File: config.mk
export PLATFORM = sky130hd
export DESIGN_NAME = video_slice_frame_assembler_core
export DESIGN_NICKNAME = d
export VERILOG_FILES = /design/src/design/vsfa_pkg.sv /design/src/design/video_slice_frame_assembler_core.sv
export SDC_FILE = /design/constraint.sdc
export NUM_CORES = 2
export LEC_CHECK = 0
export ABC_AREA = 0
export BUFFER_PORTS_ARGS = -buffer_cell sky130_fd_sc_hd__buf_4
export CORE_ASPECT_RATIO = 0.9
export CORE_MARGIN = 2
export CORE_UTILIZATION = 55
export CTS_CLUSTER_DIAMETER = 40
export DETAILED_ROUTE_END_ITERATION = 12
export PLACE_DENSITY = 0.71
export SLEW_MARGIN = 15
export SYNTH_ARGS = -nofsm -noshare
export SYNTH_HDL_FRONTEND = slang
export SYNTH_SLANG_ARGS = --single-unit
File: constraint.sdc
create_clock -name i_clk -period 15.89 [get_ports i_clk]
set_clock_uncertainty 0.1 [all_clocks]
set_input_delay 0.7945 -clock i_clk [delete_from_list [all_inputs] [get_ports i_clk]]
set_output_delay 0.7945 -clock i_clk [all_outputs]
set_load 0.01 [all_outputs]
File: src/design/vsfa_pkg.sv
// Types, codes and record helpers for the video slice frame assembler.
package vsfa_pkg;

    localparam int GRP_DEPTH = 4;
    localparam int PTR_W     = 2;
    localparam int CNT_W     = 3;

    typedef enum logic [3:0] {
        PH_IDLE  = 4'd0,
        PH_SEQ   = 4'd1,
        PH_LEN0  = 4'd2,
        PH_LEN1  = 4'd3,
        PH_LEN2  = 4'd4,
        PH_LEN3  = 4'd5,
        PH_POS0  = 4'd6,
        PH_POS1  = 4'd7,
        PH_POS2  = 4'd8,
        PH_POS3  = 4'd9,
        PH_PIC   = 4'd10,
        PH_SLICE = 4'd11,
        PH_FRAME = 4'd12
    } t_phase;

    typedef enum logic [2:0] {
        K_WRITE   = 3'd0,
        K_ENTRY   = 3'd1,
        K_DONE    = 3'd2,
        K_RESTART = 3'd3,
        K_ERROR   = 3'd4
    } t_kind;

    typedef enum logic [1:0] {
        PT_SLICE      = 2'd0,
        PT_WHOLE      = 2'd1,
        PT_LAST_SLICE = 2'd2,
        PT_IN_PACKET  = 2'd3
    } t_ptype;

    typedef struct packed {
        t_kind       kind;
        logic [7:0]  idx;
        logic [29:0] off;
        logic [7:0]  val;
    } t_rec;

    // records caused by one byte, up to three
    typedef struct packed {
        logic [1:0]     n;
        t_rec [2:0]     rec;
    } t_group;

    function automatic t_rec mk_rec(t_kind kind, logic [7:0] idx, logic [29:0] off,
                                    logic [7:0] val);
        t_rec r;
        r.kind = kind;
        r.idx  = idx;
        r.off  = off;
        r.val  = val;
        return r;
    endfunction

endpackage

File: src/design/video_slice_frame_assembler_core.sv
// Video slice frame assembler: packet byte parser, slice frame state and record queue.
// A byte accepted into the input register is parsed there; its record group is written
// into the queue, and its first record is shown from the queue head after that write.
// Throughput: one byte per cycle while the queue has room; a byte's records are shown one
// at a time, and input stalls only when the four-entry record-group queue is full.
// Reset: synchronous, active low; clears parse state, frame state and the queue.
module video_slice_frame_assembler_core
    import vsfa_pkg::*;
#(
    parameter int PACKET_LENGTH_MAX = 65535
) (
    input  logic        i_clk,
    input  logic        i_rst_n,
    input  logic        i_valid,
    output logic        o_stall,
    input  logic [7:0]  i_data_byte,
    input  logic        i_first_of_packet,
    input  logic [15:0] i_packet_length,
    output logic        o_valid,
    input  logic        i_stall,
    output logic [2:0]  o_kind,
    output logic [7:0]  o_slice_index,
    output logic [29:0] o_offset,
    output logic [7:0]  o_data_value,
    output logic        o_last_of_run
);

    localparam logic [15:0] PLEN_MAX = PACKET_LENGTH_MAX[15:0];

    // input register
    logic        r_in_v;
    logic [7:0]  r_in_byte;
    logic        r_in_first;
    logic [15:0] r_in_plen;

    // parse and frame state
    t_phase      r_phase, n_phase;
    t_ptype      r_type, n_type;
    logic [5:0]  r_low, n_low;
    logic [7:0]  r_seq, n_seq;
    logic [29:0] r_accum, n_accum;
    logic [29:0] r_fl, n_fl;
    logic [29:0] r_spos, n_spos;
    logic [7:0]  r_pic, n_pic;
    logic        r_fopen, n_fopen;
    logic [7:0]  r_cap, n_cap;
    logic [7:0]  r_ss, n_ss;
    logic [29:0] r_wo, n_wo;
    logic [15:0] r_bl, n_bl;
    logic [29:0] r_pl, n_pl;

    t_group      n_grp;

    // working values
    logic [15:0] plen;
    logic        ended;
    logic [14:0] nn15;
    logic        num_done;
    logic [29:0] num_val;
    logic        do_direct;
    logic [29:0] dlen;
    logic        do_slice;
    logic [15:0] slen;
    logic [30:0] wsum;

    // record-group queue
    t_group            r_fifo [GRP_DEPTH];
    logic [PTR_W-1:0]  r_wp, r_rp;
    logic [CNT_W-1:0]  r_cnt;
    logic [1:0]        r_sub;
    t_group            head;
    t_rec              head_rec;
    logic              adv, push, pop, take, out_last;

    assign adv     = r_in_v && (r_cnt != CNT_W'(GRP_DEPTH));
    assign o_stall = r_in_v && !adv;
    assign push    = adv && (n_grp.n != 2'd0);

    assign head     = r_fifo[r_rp];
    assign head_rec = head.rec[r_sub];
    assign o_valid  = (r_cnt != '0);
    assign out_last = (r_sub == head.n - 2'd1);
    assign take     = o_valid && !i_stall;
    assign pop      = take && out_last;

    assign o_kind        = head_rec.kind;
    assign o_slice_index = head_rec.idx;
    assign o_offset      = head_rec.off;
    assign o_data_value  = head_rec.val;
    assign o_last_of_run = out_last;

    always_comb begin
        n_phase   = r_phase;
        n_type    = r_type;
        n_low     = r_low;
        n_seq     = r_seq;
        n_accum   = r_accum;
        n_fl      = r_fl;
        n_spos    = r_spos;
        n_pic     = r_pic;
        n_fopen   = r_fopen;
        n_cap     = r_cap;
        n_ss      = r_ss;
        n_wo      = r_wo;
        n_bl      = r_bl;
        n_pl      = r_pl;
        n_grp     = '0;
        plen      = r_in_plen;
        ended     = 1'b0;
        nn15      = {r_accum[6:0], r_in_byte};
        num_done  = 1'b0;
        num_val   = '0;
        do_direct = 1'b0;
        dlen      = '0;
        do_slice  = 1'b0;
        slen      = '0;
        wsum      = '0;

        if (r_in_first) begin
            if (plen > PLEN_MAX) plen = PLEN_MAX;
            if (plen == 16'd0) plen = 16'd1;
            n_bl    = plen - 16'd1;
            n_type  = t_ptype'(r_in_byte[7:6]);
            n_low   = r_in_byte[5:0];
            n_phase = (n_type == PT_IN_PACKET) ? PH_LEN0 : PH_SEQ;
            if (n_bl == 16'd0) begin
                n_phase = PH_IDLE;
                n_grp.rec[n_grp.n] = mk_rec(K_ERROR, 8'd0, 30'd0, 8'd0);
                n_grp.n = n_grp.n + 2'd1;
            end
        end else if (r_bl == 16'd0) begin
            n_phase = PH_IDLE;
        end else begin
            n_bl  = r_bl - 16'd1;
            ended = (n_bl == 16'd0);
            unique case (r_phase)
                PH_SEQ: begin
                    n_seq = r_in_byte;
                    if (r_type == PT_WHOLE) begin
                        do_direct = 1'b1;
                        dlen      = {14'd0, n_bl};
                    end else begin
                        n_phase = PH_LEN0;
                    end
                end
                PH_LEN0, PH_POS0: begin
                    n_accum = {22'd0, r_in_byte};
                    n_phase = t_phase'(r_phase + 4'd1);
                end
                PH_LEN1, PH_POS1: begin
                    // short form: bit 14 set gives a 14-bit value
                    if (nn15[14]) begin
                        num_done = 1'b1;
                        num_val  = {16'd0, nn15[13:0]};
                    end else begin
                        n_accum = {15'd0, nn15};
                        n_phase = t_phase'(r_phase + 4'd1);
                    end
                end
                PH_LEN2, PH_POS2: begin
                    n_accum = {r_accum[21:0], r_in_byte};
                    n_phase = t_phase'(r_phase + 4'd1);
                end
                PH_LEN3, PH_POS3: begin
                    n_accum  = {r_accum[21:0], r_in_byte};
                    num_done = 1'b1;
                    num_val  = n_accum;
                end
                PH_PIC: begin
                    if (r_type == PT_IN_PACKET) begin
                        do_direct = 1'b1;
                        dlen      = r_pl;
                    end else begin
                        do_slice = 1'b1;
                    end
                end
                PH_SLICE: begin
                    n_grp.rec[n_grp.n] = mk_rec(K_WRITE, 8'd0, r_wo, r_in_byte);
                    n_grp.n = n_grp.n + 2'd1;
                    n_wo = r_wo + 30'd1;
                    n_pl = r_pl - 30'd1;
                    if (n_pl == 30'd0) begin
                        n_phase = PH_IDLE;
                        if (r_type == PT_LAST_SLICE || n_wo == r_fl) begin
                            n_grp.rec[n_grp.n] = mk_rec(K_DONE, r_ss, n_wo, 8'd0);
                            n_grp.n = n_grp.n + 2'd1;
                        end
                    end
                end
                PH_FRAME: begin
                    n_grp.rec[n_grp.n] = mk_rec(K_WRITE, 8'd0, r_accum, r_in_byte);
                    n_grp.n = n_grp.n + 2'd1;
                    n_accum = r_accum + 30'd1;
                    n_pl    = r_pl - 30'd1;
                    if (n_pl == 30'd0) begin
                        n_phase = PH_IDLE;
                        n_grp.rec[n_grp.n] = mk_rec(K_DONE, 8'd1, n_accum, 8'd0);
                        n_grp.n = n_grp.n + 2'd1;
                    end
                end
                default: begin
                    n_phase = PH_IDLE;
                end
            endcase

            if (num_done) begin
                if (r_phase <= PH_LEN3) begin
                    n_pl    = num_val;
                    n_phase = PH_POS0;
                end else begin
                    n_spos  = num_val;
                    n_phase = PH_PIC;
                end
            end

            // whole frame or frame in packet: stands apart from slice frame state
            if (do_direct) begin
                n_grp.rec[n_grp.n] = mk_rec(K_RESTART, 8'd1, dlen, 8'd0);
                n_grp.n = n_grp.n + 2'd1;
                n_grp.rec[n_grp.n] = mk_rec(K_ENTRY, 8'd0, 30'd0, 8'd0);
                n_grp.n = n_grp.n + 2'd1;
                n_accum = '0;
                n_pl    = dlen;
                if (dlen == 30'd0) begin
                    n_grp.rec[n_grp.n] = mk_rec(K_DONE, 8'd1, 30'd0, 8'd0);
                    n_grp.n = n_grp.n + 2'd1;
                    n_phase = PH_IDLE;
                end else begin
                    n_phase = PH_FRAME;
                end
            end

            if (do_slice) begin
                if (r_seq[6:0] == 7'd1 || r_pic != r_in_byte || !r_fopen) begin
                    n_cap   = {1'b0, r_low, 1'b1};
                    n_fl    = r_pl;
                    n_wo    = '0;
                    n_ss    = '0;
                    n_pic   = r_in_byte;
                    n_fopen = 1'b1;
                    n_grp.rec[n_grp.n] = mk_rec(K_RESTART, n_cap, n_fl, 8'd0);
                    n_grp.n = n_grp.n + 2'd1;
                end
                slen = n_bl;
                if (r_type == PT_LAST_SLICE && r_spos < {14'd0, slen}) slen = r_spos[15:0];
                n_phase = PH_IDLE;
                wsum    = {1'b0, n_wo} + {15'd0, slen};
                if (n_ss >= n_cap) begin
                    n_grp.rec[n_grp.n] = mk_rec(K_ERROR, 8'd0, 30'd0, 8'd0);
                    n_grp.n = n_grp.n + 2'd1;
                end else begin
                    n_ss = n_ss + 8'd1;
                    n_grp.rec[n_grp.n] = mk_rec(K_ENTRY, n_ss - 8'd1, n_wo, 8'd0);
                    n_grp.n = n_grp.n + 2'd1;
                    if (wsum > {1'b0, n_fl}) begin
                        n_grp.rec[n_grp.n] = mk_rec(K_ERROR, 8'd0, 30'd0, 8'd0);
                        n_grp.n = n_grp.n + 2'd1;
                    end else begin
                        n_pl = {14'd0, slen};
                        if (slen == 16'd0) begin
                            if (r_type == PT_LAST_SLICE || n_wo == n_fl) begin
                                n_grp.rec[n_grp.n] = mk_rec(K_DONE, n_ss, n_wo, 8'd0);
                                n_grp.n = n_grp.n + 2'd1;
                            end
                        end else begin
                            n_phase = PH_SLICE;
                        end
                    end
                end
            end

            // packet ran out before its header or direct frame data was complete (slice data ends quietly)
            if (ended) begin
                if (n_phase != PH_IDLE && n_phase != PH_SLICE) begin
                    n_grp.rec[n_grp.n] = mk_rec(K_ERROR, 8'd0, 30'd0, 8'd0);
                    n_grp.n = n_grp.n + 2'd1;
                end
                n_phase = PH_IDLE;
            end
        end
    end

    // input register
    always_ff @(posedge i_clk) begin
        if (!i_rst_n) begin
            r_in_v <= 1'b0;
        end else if (!o_stall) begin
            r_in_v <= i_valid;
        end
    end

    always_ff @(posedge i_clk) begin
        if (!o_stall) begin
            r_in_byte  <= i_data_byte;
            r_in_first <= i_first_of_packet;
            r_in_plen  <= i_packet_length;
        end
    end

    // parse and frame state
    always_ff @(posedge i_clk) begin
        if (!i_rst_n) begin
            r_phase <= PH_IDLE;
            r_type  <= PT_SLICE;
            r_low   <= '0;
            r_seq   <= '0;
            r_accum <= '0;
            r_fl    <= '0;
            r_spos  <= '0;
            r_pic   <= '0;
            r_fopen <= 1'b0;
            r_cap   <= '0;
            r_ss    <= '0;
            r_wo    <= '0;
            r_bl    <= '0;
            r_pl    <= '0;
        end else if (adv) begin
            r_phase <= n_phase;
            r_type  <= n_type;
            r_low   <= n_low;
            r_seq   <= n_seq;
            r_accum <= n_accum;
            r_fl    <= n_fl;
            r_spos  <= n_spos;
            r_pic   <= n_pic;
            r_fopen <= n_fopen;
            r_cap   <= n_cap;
            r_ss    <= n_ss;
            r_wo    <= n_wo;
            r_bl    <= n_bl;
            r_pl    <= n_pl;
        end
    end

    // record-group queue
    always_ff @(posedge i_clk) begin
        if (push) begin
            r_fifo[r_wp] <= n_grp;
        end
    end

    always_ff @(posedge i_clk) begin
        if (!i_rst_n) begin
            r_wp  <= '0;
            r_rp  <= '0;
            r_cnt <= '0;
            r_sub <= '0;
        end else begin
            if (push) r_wp <= r_wp + PTR_W'(1);
            if (pop) begin
                r_rp  <= r_rp + PTR_W'(1);
                r_sub <= '0;
            end else if (take) begin
                r_sub <= r_sub + 2'd1;
            end
            if (push && !pop) begin
                r_cnt <= r_cnt + CNT_W'(1);
            end else if (pop && !push) begin
                r_cnt <= r_cnt - CNT_W'(1);
            end
        end
    end

    a_cnt_bound: assert property (@(posedge i_clk) disable iff (!i_rst_n)
        r_cnt <= CNT_W'(GRP_DEPTH))
        else $error("record queue count beyond depth");

    a_sub_in_group: assert property (@(posedge i_clk) disable iff (!i_rst_n)
        o_valid |-> (r_sub < head.n))
        else $error("record index beyond head group");

    a_frame_stays_open: assert property (@(posedge i_clk) disable iff (!i_rst_n)
        r_fopen |=> r_fopen)
        else $error("open frame closed");

    a_no_push_full: assert property (@(posedge i_clk) disable iff (!i_rst_n)
        (r_cnt == CNT_W'(GRP_DEPTH) && !pop) |=> (r_cnt == CNT_W'(GRP_DEPTH) || $past(pop)))
        else $error("queue written while full");

endmodule
==> metrics.md <==
| Metric | Value |
|---|---|
| Layout area overhead | `11.0%` |
| Final period util | `88.2%` |
| Yosys warning count | `0` |
| Tot GR Track Use | `a little over a third` |
| Num rows | `99` |
| Starting DRT DRC Count | `6305` |
| Crit path from | `r_bl[0]` |
| Async set or reset register ratio after synthesis | `0%` |
| Leak | `16.0 nW` |
| Slowest CP cell | `o41ai_1` |
| Final Hold Vio Count | `0` |
| Via count | `between 30k and 40k` |
| Req. time, crit path | `roughly 16000 ps` |
| Vias per std cell | `6.83` |
| Io pins | `81` |
| Share of cells above drive strength 1 | `12.5%` |
| Clk Latency, worst-skew pair | `710 ps` |
| Die X | `305 um` |
| Pre-antenna DRT Iters | `9` |
| CTS tree | `done` |
| Register area share after synthesis | `47.2%` |
| Htree depth | `3` |
| Switch share | `26.5%` |
| Worst hold start | `i_packet_length[8]` |
| Worst-path clk slew | `60 ps` |
| Post-route ant nets | `0` |
| Core Region | `80900 um^2` |
| Number of remaining DRC errors | `0` |
| Min cycle time layout | `14020 ps` |
| Status | `complete, no violations` |
| Die Y | `275 um` |
| #FFs+latches synth | `between 700 and 800` |
| RSZ-0062 raised after global routing | `no` |
| Critical path type | `reg2reg` |
| CP endpoint kind | `register` |
| Pwr Density | `100 nW/um^2` |
| Top FF cell, synth | `edfxtp_1` |
| Port bufs | `80` |
| Post-CTS Hold Fix Bufs | `0` |
| Worst-Margin Slew | `1280 ps` |
| Post-DP HPWL | `about 110000 um` |
| Filler Cell Count | `6582` |
| Syn avg cell area | `10.1 um^2` |
| Largest net degree at the start of global routing | `107` |
| CTS Buffer Depth | `3` |
| Post-cts sizing count | `0` |
| Crit path max fanout | `83` |
| Clock tree root driver cell | `clkbuf_16` |
| Fmax | `roughly 0.071 GHz` |
| Crit-path max cell delay | `around 920 ps` |
| Setup WS post-layout | `1870 ps` |
| Post-CTS setup repair buffer count | `0` |
| Syn nets | `about 4.6k` |
| Starting Density | `between 50 and 60%` |
| Routed wire length | `155000 um` |
| Net switching power | `between 0.001 and 0.0015 W` |
| CTS Sinks | `779` |
| Total grt overflow | `0` |
| Max Cap Viol | `0` |
| Max-slew violations | `0` |
| Die ar. | `about 84000 um^2` |
| Routability cong. | `1.04` |
| Vias in the first global route | `between 30k and 40k` |
| Arr. time, crit path | `14230 ps` |
| Synth cell types | `103` |
| Slew Limit Headroom | `13.7%` |
| First-pass GRT wire length | `between 200000 and 250000 um` |
| Clock Power Share | `47.5%` |
| Worst IR drop on VDD | `0.0852 mV` |
| R2R Path Start | `r_bl[0]` |
| CTS buffer count | `106` |
| Comb pwr share | `8.9%` |
| Worst Hold Class | `in2reg` |
| Mapped Cells | `between 4k and 5k` |
| Initial antenna violation count | `6` |
| Post-synth EDFFs | `557` |
| Cell internal pwr | `about 0.0037 W` |
| Crit start category | `register` |
| Setup TNS | `0 ps` |
| Net count, final | `roughly 4.5k` |
| Average wire per standard cell | `28.1 um` |
| Setup violations, final | `0` |
| Share of power burned in registers | `43.6%` |
| Worst slack, placed | `around 2200 ps` |
| Synthesized cell area | `between 40000 and 50000 um^2` |
[worst paths after layout]
check,to,depth (start not counted),slack [ps]
hold / removal,r_in_plen[8],1,170
hold reg to reg,r_spos[21],2,350
setup reg to reg,r_fifo[3][95],45,1870
setup / recovery,r_fifo[3][95],45,1870
[per-stage QoR]
stage | instance area [um^2] | std cells | hold slack, ps | power (W) | util (%)
after CTS | 49800 | 5524 | 149 | 0.00499 | 61.5
after floorplan | 44900 | 4463 | 331 | 0.00249 | -
after detailed placement | 46200 | 5324 | 346 | 0.00264 | 57.1
after global placement | 46200 | 5324 | 338 | 0.00264 | 57.1
after global routing | 49800 | 5524 | 161 | 0.00512 | 61.5
final | 49800 | 5526 | 173 | 0.00499 | 61.5
[power by group through the flow]
stage / Sequential, W / Clock, W / Combinational, W
floorplan: 0.00221 / 0 / 0.000288
global placement: 0.00222 / 0 / 0.000425
detailed placement: 0.00222 / 0 / 0.000425
CTS: 0.00217 / 0.00239 / 0.000428
global route: 0.00218 / 0.00247 / 0.000472
finish: 0.00218 / 0.00237 / 0.000445
[critical path: cells and delay by family (launching register included)]
kind	cells	cell delay, ps
AOI/OAI and AO/OA	19	5460
xor gates and xnor gates	2	690
adders and majority gates	5	1440
buffers and inverters	4	1370
DFF	1	460
muxes	1	110
and+or+nand+nor	14	3810
[state kept, by name, summed over array words and instances (netlist names), 2 cells and up, named ones only]
signal / cells
r_fl: 30
r_low: 6
r_ss: 8
r_in_plen: 16
r_pl: 30
r_phase: 4
r_in_byte: 8
r_spos: 30
r_seq: 7
r_bl: 16
r_rp: 2
r_wp: 2
r_fifo: 532
r_pic: 8
r_type: 2
r_wo: 30
r_sub: 2
r_cnt: 3
r_accum: 30
r_cap: 8
[Yosys cell counts, types with 10 or more instances]
library cell,instances,area (um^2)
o31ai_1,22,165
nor3_1,100,500
clkbuf_1,280,1050
nand4_1,45,282
mux4_2,133,3000
nor3b_1,10,75.1
a211oi_1,69,518
a22o_1,29,254
ha_1,104,1300
buf_1,45,169
and2_1,60,375
o211ai_1,19,143
buf_2,34,170
xnor2_1,147,1290
inv_1,70,263
a21o_1,37,278
xor2_1,84,736
mux2i_1,96,961
nand3b_1,10,75.1
edfxtp_1,557,16700
a31oi_1,16,100
nor2b_1,57,357
o22ai_1,41,257
or3_1,40,250
a21oi_1,364,1820
nor4_1,47,294
o22a_1,33,289
and3_1,32,200
nor2_1,469,1760
a221oi_1,10,87.6
dfxtp_1,222,4440
or4_1,19,143
nand3_1,93,465
o21ai_0,253,1270
nand2_1,456,1710
a22oi_1,144,1080
nand2b_1,22,138
and4_1,10,87.6
[cell type report]
| type | instances | area, um^2 | area share [%] |
|---|---|---|---|
| clock buffer | 118 | 2740 | 5.50 |
| antenna | 2 | 5.00 | 0.0101 |
| tap | 1060 | 1330 | 2.66 |
| clock inverter | 82 | 861 | 1.73 |
| timing repair buffer | 174 | 1360 | 2.72 |
| inverter | 71 | 269 | 0.540 |
| multi-input combinational | 3240 | 22000 | 44.3 |
| sequential | 779 | 21200 | 42.6 |
[cell families after synthesis]
logic type               share of synthesized area [%]
multiplexers                                      8.90
adder cells (fa/ha/maj)                           3.02
XOR/XNOR                                          4.81
buffers and inverters                             3.91
flip-flops                                        47.2
AO/OA/AOI/OAI                                     16.1
AND/OR/NAND/NOR                                   16.0
[placed cells by master, fill, tap and decap left out, types with 46 or more instances in the layout]
cell and n:
nand2_1 454, edfxtp_1 557, a211oi_1 69, nor2_1 465
mux2i_1 96, a22oi_1 144, buf_4 170, nand3_1 92
clkbuf_16 107, nor3_1 97, and2_1 56, mux4_2 133
o21ai_0 248, a21oi_1 360, dfxtp_1 218, xor2_1 84
nor2b_1 56, inv_1 68, nor4_1 46, ha_1 104
xnor2_1 147
[routing by layer]
| metal | GRT usage [%] | wire, um |
|---|---|---|
| met5 | 0 | 84 |
| met4 | 15.4 | 7410 |
| met3 | 10.8 | 21400 |
| met2 | 51.9 | 64300 |
| met1 | 52.3 | 62300 |
Power figures use the tool's default switching activity.
